<file path="src/hw/rtl/sfvs_pkg.sv">
// Shared types, constants and helpers for the skew-fair victim selector.
// Used by sfvs_lane, sfvs_merge and skew_fair_victim_select_core.
`timescale 1ns / 1ps

package sfvs_pkg;

  // Cache geometry
  localparam int Ways  = 16;
  localparam int Skews = 2;

  // Field widths of the request and result items
  localparam int MaskW    = 16;
  localparam int RandW    = 4;
  localparam int OutWayW  = 4;
  localparam int OutSkewW = 1;

  // Derived sizes
  localparam int SkewSize = (Ways / Skews == 0) ? 1 : Ways / Skews;
  localparam int CntW     = $clog2(SkewSize + 1);
  localparam int OffW     = (SkewSize > 1) ? $clog2(SkewSize) : 1;
  localparam int WayIdxW  = (Ways > 1) ? $clog2(Ways) : 1;
  localparam int SkewIdxW = (Skews > 1) ? $clog2(Skews) : 1;

  // What one lane reports about its skew
  typedef struct packed {
    logic [CntW-1:0] cnt;   // invalid ways in the skew
    logic [OffW-1:0] off;   // offset of the lowest invalid way
  } lane_t;

  // Merged decision
  typedef struct packed {
    logic [OutWayW-1:0]  victim;
    logic                took;
    logic [OutSkewW-1:0] skew;
  } res_t;

  // Wrap the random way into range: small constant table over the random field.
  function automatic logic [WayIdxW-1:0] rnd_wrap(input logic [RandW-1:0] r);
    logic [WayIdxW-1:0] res;
    res = '0;
    for (int k = 0; k < (1 << RandW); k++) begin
      if (r == RandW'(k)) res = WayIdxW'(k % Ways);
    end
    return res;
  endfunction

endpackage

</file>
<file path="src/hw/rtl/sfvs_lane.sv">
// One skew lane: counts invalid ways and finds the lowest invalid way.
// Depends on sfvs_pkg.
`timescale 1ns / 1ps

module sfvs_lane (
  input  logic [sfvs_pkg::SkewSize-1:0] mask_i,
  output sfvs_pkg::lane_t               lane_o
);

  logic [sfvs_pkg::CntW-1:0] cnt;
  logic [sfvs_pkg::OffW-1:0] off;
  logic                      found;

  always_comb begin
    cnt   = '0;
    off   = '0;
    found = 1'b0;
    for (int j = 0; j < sfvs_pkg::SkewSize; j++) begin
      cnt = cnt + sfvs_pkg::CntW'(!mask_i[j]);
      // keep the first invalid way
      if (!mask_i[j] && !found) begin
        off   = sfvs_pkg::OffW'(j);
        found = 1'b1;
      end
    end
    lane_o.cnt = cnt;
    lane_o.off = off;
  end

endmodule

</file>
<file path="src/hw/rtl/sfvs_merge.sv">
// Merge stage: picks the skew with the most invalid ways and forms the victim.
// Depends on sfvs_pkg.
`timescale 1ns / 1ps

module sfvs_merge (
  input  sfvs_pkg::lane_t                  lanes_i [sfvs_pkg::Skews],
  input  logic [sfvs_pkg::WayIdxW-1:0]     rnd_way_i,
  output sfvs_pkg::res_t                   res_o
);

  logic [sfvs_pkg::SkewIdxW-1:0] best;
  logic [sfvs_pkg::CntW-1:0]     best_cnt;
  logic [sfvs_pkg::WayIdxW-1:0]  inv_way;
  logic                          took;
  logic [sfvs_pkg::WayIdxW-1:0]  victim;

  always_comb begin
    best     = '0;
    best_cnt = lanes_i[0].cnt;
    // strict compare keeps the lowest skew on a tie
    for (int k = 1; k < sfvs_pkg::Skews; k++) begin
      if (lanes_i[k].cnt > best_cnt) begin
        best     = sfvs_pkg::SkewIdxW'(k);
        best_cnt = lanes_i[k].cnt;
      end
    end

    inv_way = '0;
    for (int k = 0; k < sfvs_pkg::Skews; k++) begin
      if (best == sfvs_pkg::SkewIdxW'(k)) begin
        inv_way = sfvs_pkg::WayIdxW'(k * sfvs_pkg::SkewSize)
                + sfvs_pkg::WayIdxW'(lanes_i[k].off);
      end
    end

    took   = (best_cnt != '0);
    victim = took ? inv_way : rnd_way_i;

    res_o.victim = sfvs_pkg::OutWayW'(victim);
    res_o.took   = took;
    res_o.skew   = sfvs_pkg::OutSkewW'(best);
  end

endmodule

</file>
<file path="src/hw/rtl/skew_fair_victim_select_core.sv">
// Top level of the skew-fair victim selector for a skewed cache.
// Depends on sfvs_pkg, sfvs_lane and sfvs_merge.
`timescale 1ns / 1ps

// Victim way selection for a skewed cache. Each request item carries the
// valid bits of all candidate ways and a random way number. One lane per
// skew counts that skew's invalid ways and finds its lowest invalid way;
// the lane results are registered, then a merge stage picks the skew with
// the most invalid ways (lowest skew on a tie) and returns its lowest
// invalid way, or the random way (wrapped into range) when that skew has no
// invalid way. The block takes one item per cycle while the consumer does not
// stall; a result passes through the lane register, then the output register.
// A skid register behind the output register parks one item when the consumer
// stalls, so the block can keep taking items.

module skew_fair_victim_select_core (
  input  logic                           clk_i,
  input  logic                           rst_ni,
  // request channel
  input  logic                           in_valid_i,
  output logic                           in_ready_o,
  input  logic [sfvs_pkg::MaskW-1:0]     valid_mask_i,
  input  logic [sfvs_pkg::RandW-1:0]     random_pick_i,
  // result channel
  output logic                           out_valid_o,
  input  logic                           out_ready_i,
  output logic [sfvs_pkg::OutWayW-1:0]   victim_way_o,
  output logic                           took_invalid_o,
  output logic [sfvs_pkg::OutSkewW-1:0]  chosen_skew_o
);

  // Mask widened to the way count; ways above the request field read as invalid.
  logic [sfvs_pkg::Ways-1:0] ext_mask;
  logic [sfvs_pkg::SkewSize-1:0] lane_mask [sfvs_pkg::Skews];
  sfvs_pkg::lane_t               lane_res  [sfvs_pkg::Skews];

  for (genvar i = 0; i < sfvs_pkg::Ways; i++) begin : g_ext
    if (i < sfvs_pkg::MaskW) begin : g_in
      assign ext_mask[i] = valid_mask_i[i];
    end else begin : g_hi
      assign ext_mask[i] = 1'b0;
    end
  end

  // Slice the mask into skews; slots past the last way act valid so they never count.
  for (genvar k = 0; k < sfvs_pkg::Skews; k++) begin : g_lane
    for (genvar j = 0; j < sfvs_pkg::SkewSize; j++) begin : g_slot
      if (k * sfvs_pkg::SkewSize + j < sfvs_pkg::Ways) begin : g_way
        assign lane_mask[k][j] = ext_mask[k * sfvs_pkg::SkewSize + j];
      end else begin : g_pad
        assign lane_mask[k][j] = 1'b1;
      end
    end

    sfvs_lane u_lane (
      .mask_i (lane_mask[k]),
      .lane_o (lane_res[k])
    );
  end

  // ---------------- stage 1: lane register ----------------
  sfvs_pkg::lane_t              lane_q [sfvs_pkg::Skews];
  logic [sfvs_pkg::WayIdxW-1:0] rnd_q;
  logic                         s1_valid_q, s1_valid_d;
  logic                         s1_load;
  logic                         s1_move;
  logic                         buf_ready;

  assign s1_move    = s1_valid_q && buf_ready;
  assign in_ready_o = !s1_valid_q || buf_ready;
  assign s1_load    = in_valid_i && in_ready_o;

  always_comb begin
    s1_valid_d = s1_valid_q;
    if (s1_load) begin
      s1_valid_d = 1'b1;
    end else if (s1_move) begin
      s1_valid_d = 1'b0;
    end
  end

  always_ff @(posedge clk_i or negedge rst_ni) begin
    if (!rst_ni) begin
      s1_valid_q <= 1'b0;
    end else begin
      s1_valid_q <= s1_valid_d;
    end
  end

  // Payload holds unless a new item is loaded.
  always_ff @(posedge clk_i) begin
    if (s1_load) begin
      lane_q <= lane_res;
      rnd_q  <= sfvs_pkg::rnd_wrap(random_pick_i);
    end
  end

  // ---------------- stage 2: merge ----------------
  sfvs_pkg::res_t merged;

  sfvs_merge u_merge (
    .lanes_i   (lane_q),
    .rnd_way_i (rnd_q),
    .res_o     (merged)
  );

  // ---------------- output register with skid ----------------
  sfvs_pkg::res_t out_q, out_d;
  sfvs_pkg::res_t skid_q, skid_d;
  logic           out_valid_q, out_valid_d;
  logic           skid_valid_q, skid_valid_d;
  logic           pop;

  assign buf_ready = !skid_valid_q;
  assign pop       = out_valid_q && out_ready_i;

  always_comb begin
    out_d        = out_q;
    skid_d       = skid_q;
    out_valid_d  = out_valid_q;
    skid_valid_d = skid_valid_q;
    if (skid_valid_q) begin
      // drain the skid entry into the output register
      if (pop) begin
        out_d        = skid_q;
        skid_valid_d = 1'b0;
      end
    end else if (s1_move) begin
      if (!out_valid_q || pop) begin
        out_d       = merged;
        out_valid_d = 1'b1;
      end else begin
        // consumer stalled: park the item
        skid_d       = merged;
        skid_valid_d = 1'b1;
      end
    end else if (pop) begin
      out_valid_d = 1'b0;
    end
  end

  always_ff @(posedge clk_i or negedge rst_ni) begin
    if (!rst_ni) begin
      out_valid_q  <= 1'b0;
      skid_valid_q <= 1'b0;
    end else begin
      out_valid_q  <= out_valid_d;
      skid_valid_q <= skid_valid_d;
    end
  end

  always_ff @(posedge clk_i) begin
    out_q  <= out_d;
    skid_q <= skid_d;
  end

  assign out_valid_o    = out_valid_q;
  assign victim_way_o   = out_q.victim;
  assign took_invalid_o = out_q.took;
  assign chosen_skew_o  = out_q.skew;

endmodule
</file>
<file path="config.mk">
export PLATFORM = sky130hd
export DESIGN_NAME = skew_fair_victim_select_core
export DESIGN_NICKNAME = d
export VERILOG_FILES = /design/src/hw/rtl/sfvs_pkg.sv /design/src/hw/rtl/sfvs_lane.sv /design/src/hw/rtl/sfvs_merge.sv /design/src/hw/rtl/skew_fair_victim_select_core.sv
export SDC_FILE = /design/constraint.sdc
export NUM_CORES = 1
export LEC_CHECK = 0
export BUFFER_PORTS_ARGS = -buffer_cell sky130_fd_sc_hd__buf_2
export CORE_AREA = 10 10 82 84
export DETAILED_ROUTE_END_ITERATION = 8
export DIE_AREA = 0 0 92 94
export HOLD_SLACK_MARGIN = 0.06
export PLACE_DENSITY = 0.71
export SKIP_CTS_REPAIR_TIMING = 1
export SYNTH_ARGS = -nofsm -noshare
export SYNTH_HDL_FRONTEND = slang
export SYNTH_SLANG_ARGS = --single-unit
</file>
<file path="constraint.sdc">
create_clock -name clk_i -period 2.7 [get_ports clk_i]
set_input_delay 0.54 -clock clk_i [delete_from_list [all_inputs] [get_ports clk_i]]
set_output_delay 0.54 -clock clk_i [all_outputs]
set_load 0.05 [all_outputs]
</file>
# Yosys cells after proc, flatten, opt, wreduce, memory -nomap -nowiden
# Cells that the tools add are included.
dict set report classes {
  magnitude_cmp 1
  eq_ne 17
  addsub 15
  n_mux 57
  bitwise_logic 2
  n_reduce_logical 65
}
# operator n
set ops {}
lappend ops {{$add 4x1->4} 12}
lappend ops {{$mux 4} 9}
lappend ops {{$eq 4x4->1 const B} 8}
lappend ops {{$logic_not 1->1} 31}
lappend ops {{$mux 1} 30}
lappend ops {{$mux 3} 8}
lappend ops {{$mux 6} 4}
lappend ops {{$logic_and 1x1->1} 17}
lappend ops {{$eq 4x3->1 const B} 4}
lappend ops {{$mux 2} 6}
lappend ops {{$reduce_or 4->1} 3}
lappend ops {{$reduce_and 3->1} 3}
lappend ops {{$eq 4x2->1 const B} 2}
lappend ops {{$reduce_bool 2->1} 4}
lappend ops {{$reduce_or 8->1} 1}
lappend ops {{$reduce_or 2->1} 3}
lappend ops {{$add 1x1->2} 2}
lappend ops {{$add 4x3->4 const A} 1}
lappend ops {{$eq 4x1->1 const B} 1}
lappend ops {{$gt 4x4->1} 1}
lappend ops {{$ne 2x1->1 const B} 2}
lappend ops {{$reduce_bool 4->1} 1}
lappend ops {{$logic_or 1x1->1} 2}
lappend ops {{$not 1->1} 2}
dict set report word_totals {
  inputBits 24
  wordCells 178
  regBits 33
}

# Logic depth before layout (Yosys ltp)
dict set report logic_depth {
  ltp_word 21
  mapped_depth 8
  depth_no_buf 8
}

# By module
# From an unflattened synthesis, not the netlist that was laid out.
dict set report hier_totals {
  cells_unflattened 157
  hier_area_um2 2013.2
}
# module area_each_um2 seq_area_each_um2 n_inst cells_per_inst
set modules_own_cells {}
lappend modules_own_cells {skew_fair_victim_select_core 1179.9 975.9 1 56}
lappend modules_own_cells {{sfvs_lane at g_lane[0].u_lane} 280.3 0.0 1 36}
lappend modules_own_cells {{sfvs_lane at g_lane[1].u_lane} 279.0 0.0 1 36}
lappend modules_own_cells {sfvs_merge 274.0 0.0 1 29}

# Worst setup path before layout
# No wires, ideal clock.
dict set report synth_timing {
  path_kind {input to register}
  from {input valid_mask_i[8] (netlist name)}
  to {register lane_q[4] (netlist name), data pin}
  arrival_time_ns 2.714
  cell_stages 8
  n_path_buf 0
  slack_ns -0.143
  cell_sequence {inv_1 > ha_1 > fa_1 > fa_1 > fa_1 > inv_1 > fa_1 > inv_1}
}
dict set report synth_via {
  elab_chain_len 8
}
# element line
set synth_lines {}
lappend synth_lines {{from (decl)} skew_fair_victim_select_core.sv:22} ;# input logic [sfvs_pkg::MaskW-1:0] valid_mask_i,
lappend synth_lines {{$logic_not 1->1} n/a}
lappend synth_lines {{$add 1x1->2} sfvs_lane.sv:19} ;# cnt = cnt + sfvs_pkg::CntW'(!mask_i[j]);
lappend synth_lines {{$add 4x1->4 (6 in a row)} sfvs_lane.sv:19}
lappend synth_lines {{named net g_lane[1].u_lane.cnt (one bit)} sfvs_lane.sv:10} ;# logic [sfvs_pkg::CntW-1:0] cnt;
lappend synth_lines {{to (signal assigned)} skew_fair_victim_select_core.sv:93} ;# lane_q <= lane_res;
lappend synth_lines {{to (decl)} skew_fair_victim_select_core.sv:62} ;# sfvs_pkg::lane_t lane_q [sfvs_pkg::Skews];
# The timed path passes the listed nets, and every way through them passes these cells.
# A chain may end at the register's enable or synchronous reset.

# Final worst setup path
dict set report layout_timing {
  from {input valid_mask_i[9] (netlist name)}
  to {register lane_q[4] (netlist name), data pin}
}
dict set report layout_via {
  elab_chain_len 8
}
# element line
set layout_lines {}
lappend layout_lines {{$logic_not 1->1} sfvs_lane.sv:19}
lappend layout_lines {{$add 1x1->2} sfvs_lane.sv:19}
lappend layout_lines {{$add 4x1->4 (6 in a row)} sfvs_lane.sv:19}
lappend layout_lines {{named net g_lane[1].u_lane.cnt (one bit)} sfvs_lane.sv:10}
# The timed path passes the listed nets, and every way through them passes these cells.

==> reports/metrics.yaml <==
route:
  vias_per_cell: 4.730
  wl_um: 3595
  drc: 0
  drtAntennaViolNets: 0
  wl_per_cell_um: 12.79
  vias: 1329
  drt-pass1-iter-count: 4
  drtIter0Drc: 36
timing:
  final.setup.tns_ns: 0
  fmax_mhz: 377.6
  slew_viol_final: 0
  final_hold_viol_count: 0
  tightestPinTransition_ns: 0.8225
  min_period_over_period: 0.9809
  min_period_ns: 2.648
  slew_headroom: 0.4517
  rsz0062_at_grt: "yes"
  finClkSkew_ns: 0.007608
  setup_viol_count_final: 0
die:
  die_y_um: 94
  start_util: 0.3935
  row_count: 26
  core_sq_um: 5075
  die_area_sq_um: 8648
  fp.dieW_um: 92
  ios: 32
placement:
  post-dp-hpwl_um: 2933
  port_buffers: 31
  globalplace.congestion: 0.7447
  placed_area_sq_um: 2354
cts:
  path_clk_slew_ns: 0.07
  insertion_delay_ns: 0.28
  numCtsBuffers: 5
  clk_path_buf_depth: 2
  cts_tree: "done"
  clock_sinks: 33
  root_buffer: "clkbuf_8"
  htreeDepth: 2
synthesis:
  post_synth_xor_area_fraction: 0.008772
  async_reset_ff_frac: 0.09091
  synthSimpleGateAreaFrac: 0.09774
  syn_inst: 166
  synth_most_common_cell: "inv_1"
  synth-compound-area-share: 0.1635
  synth_top_area_cell: "edfxtp_1"
  synth-edff-count: 30
  synth_top_family_by_area: "adder cells"
  synth.distinct_cells: 42
  yosys_warnings: 0
  ys_ff_latch: 33
  synthAdderAreaFrac: 0.1679
  synthTopCellsByCount: "31 x inv_1, 30 x edfxtp_1, 14 x ha_1, 11 x nand2_1"
  muxShareOfSynthArea: 0.005639
  synth_flop_cell: "edfxtp_1"
  yosysTopAreaCellShare: 0.4511
  seq_area_frac_synth: 0.4887
  synth_area_leaders: "edfxtp_1 45%, ha_1 8.8%, fa_1 8.0%"
  avgSynthCellArea_sq_um: 12.03
  synth_nets: 212
  netlist_area_sq_um: 1997
setup_path:
  cp_cell_sequence: "buf_12, inv_12, ha_4, fa_1, fa_1, fa_2, inv_2, fa_2, inv_1"
  cp.arrival_ns: 2.70
  slowest_delay_ns: 0.55
  worst-setup-path-type: "primary input to register"
  required_ns: 2.75
  critPathSlowestCell: "fa_1"
  critPathLaunchType: "primary input"
  worst_setup_path_end_kind: "register"
  path_max_fanout: 2
grt:
  antenna_found_initial: 0
  grt_pass1_vias: 1418
  grt_max_degree: 19
  grt-ovfl-total: 0
  grt_pass1_wl_um: 6196
  gr-usage-all-layers: 0.08823
power_and_ir_drop:
  power_mw: 2.253
  irDropWorstVdd_mv: 0.4287
  p_per_area_nw_per_um2: 900.7
  leakage_nw: 1.053
cells_and_area:
  drive_above_1_share: 0.3602
  syn_to_final_growth_pct: 25.25
  fin_area_sq_um: 2501
  seqCellArea_sq_um: 975.9
  n_fill_cell: 469
  multiInputGateArea_sq_um: 920.9
  antenna_cells: 0
  fin_nets: 256
outcome:
  status: "complete, no violations"
worst_hold_path:
  worstHoldPathType: "primary input to register"
run:
  maxCapViolations: 0
[registers in the layout, indices dropped and copies added (netlist names)]
signal	count
chosen_skew_o	1
lane_q	14
out_valid_o	1
rnd_q	4
s1_valid_q	1
skid_q	6
skid_valid_q	1
took_invalid_o	1
victim_way_o	4
[through the flow]
| step | util | setup WS (ns) | cells | hold slack (ns) |
|---|---|---|---|---|
| after floorplan | - | -0.07180 | 166 | 0.2444 |
| final | 0.4929 | 0.05156 | 281 | 0.4253 |
| after CTS | 0.4847 | -0.02972 | 279 | 0.04583 |
| after global placement | 0.4638 | -0.2897 | 271 | 0.3389 |
| after detailed placement | 0.4638 | -0.3336 | 271 | 0.3447 |
| after global routing | 0.4929 | -0.0005282 | 281 | 0.4152 |
[path summary, 6_finish.rpt]
path / startpoint / to / depth (start not counted) / slack [ns]
hold / removal: random_pick_i[3] / rnd_q[3] / 1 / 0.43
setup reg to reg: lane_q[11] / victim_way_o[1] / 7 / 0.57
setup / recovery: valid_mask_i[9] / lane_q[4] / 9 / 0.05
max in group asynchronous: rst_ni / out_valid_o / 2 / 2.01
hold reg to reg: skid_q[4] / victim_way_o[2] / 2 / 0.53
min in group asynchronous: rst_ni / s1_valid_q / 2 / 0.59
[layout make-up]
type,instances,share of cell area
Sequential cell,33,0.3902
Multi-Input combinational cell,97,0.3682
Timing Repair Buffer,42,0.1056
Inverter,31,0.05853
Tap cell,70,0.03502
Clock buffer,6,0.02901
Clock inverter,2,0.01351
[power by group]
| group | switching [mW] | total (mW) | internal, mW |
|---|---|---|---|
| logic | 0.584 | 0.924 | 0.340 |
| registers | 0.104 | 0.887 | 0.783 |
| clock network | 0.170 | 0.442 | 0.272 |
| total | 0.858 | 2.25 | 1.39 |
[metal layers]
metal / track usage / up-vias / wire length, um
li1: - / 666 / -
met1: 0.09004 / 627 / 1497
met2: 0.1529 / 31 / 1789
met3: 0.04237 / 5 / 249
met4: 0.03470 / 0 / 58
met5: 0 / - / 0
[cell usage in the layout, fill, tap and decap left out, drive strengths merged, types with 5 or more instances in the layout]
cell type,count
a21oi,10
clkbuf,6
o21ai,5
nor2,8
edfxtp,30
ha,14
buf,41
nand2,11
inv,31
fa,8
[kinds of logic (layout without fill, tap and decap cells)]
family | Yosys count | count (layout)
xor gates and xnor gates | 2 | 2
DFF | 33 | 33
AOI/OAI and AO/OA | 37 | 37
muxes | 1 | 1
adders and majority gates | 22 | 22
buffers and inverters | 36 | 81
and+or+nand+nor | 35 | 35
[critical path, delay by kind of cell]
| family | cells | cell delay, ns |
|---|---|---|
| fa+ha+maj | 5 | 1.93 |
| buf+inv | 4 | 0.22 |
(Power assumes the default switching activity.)
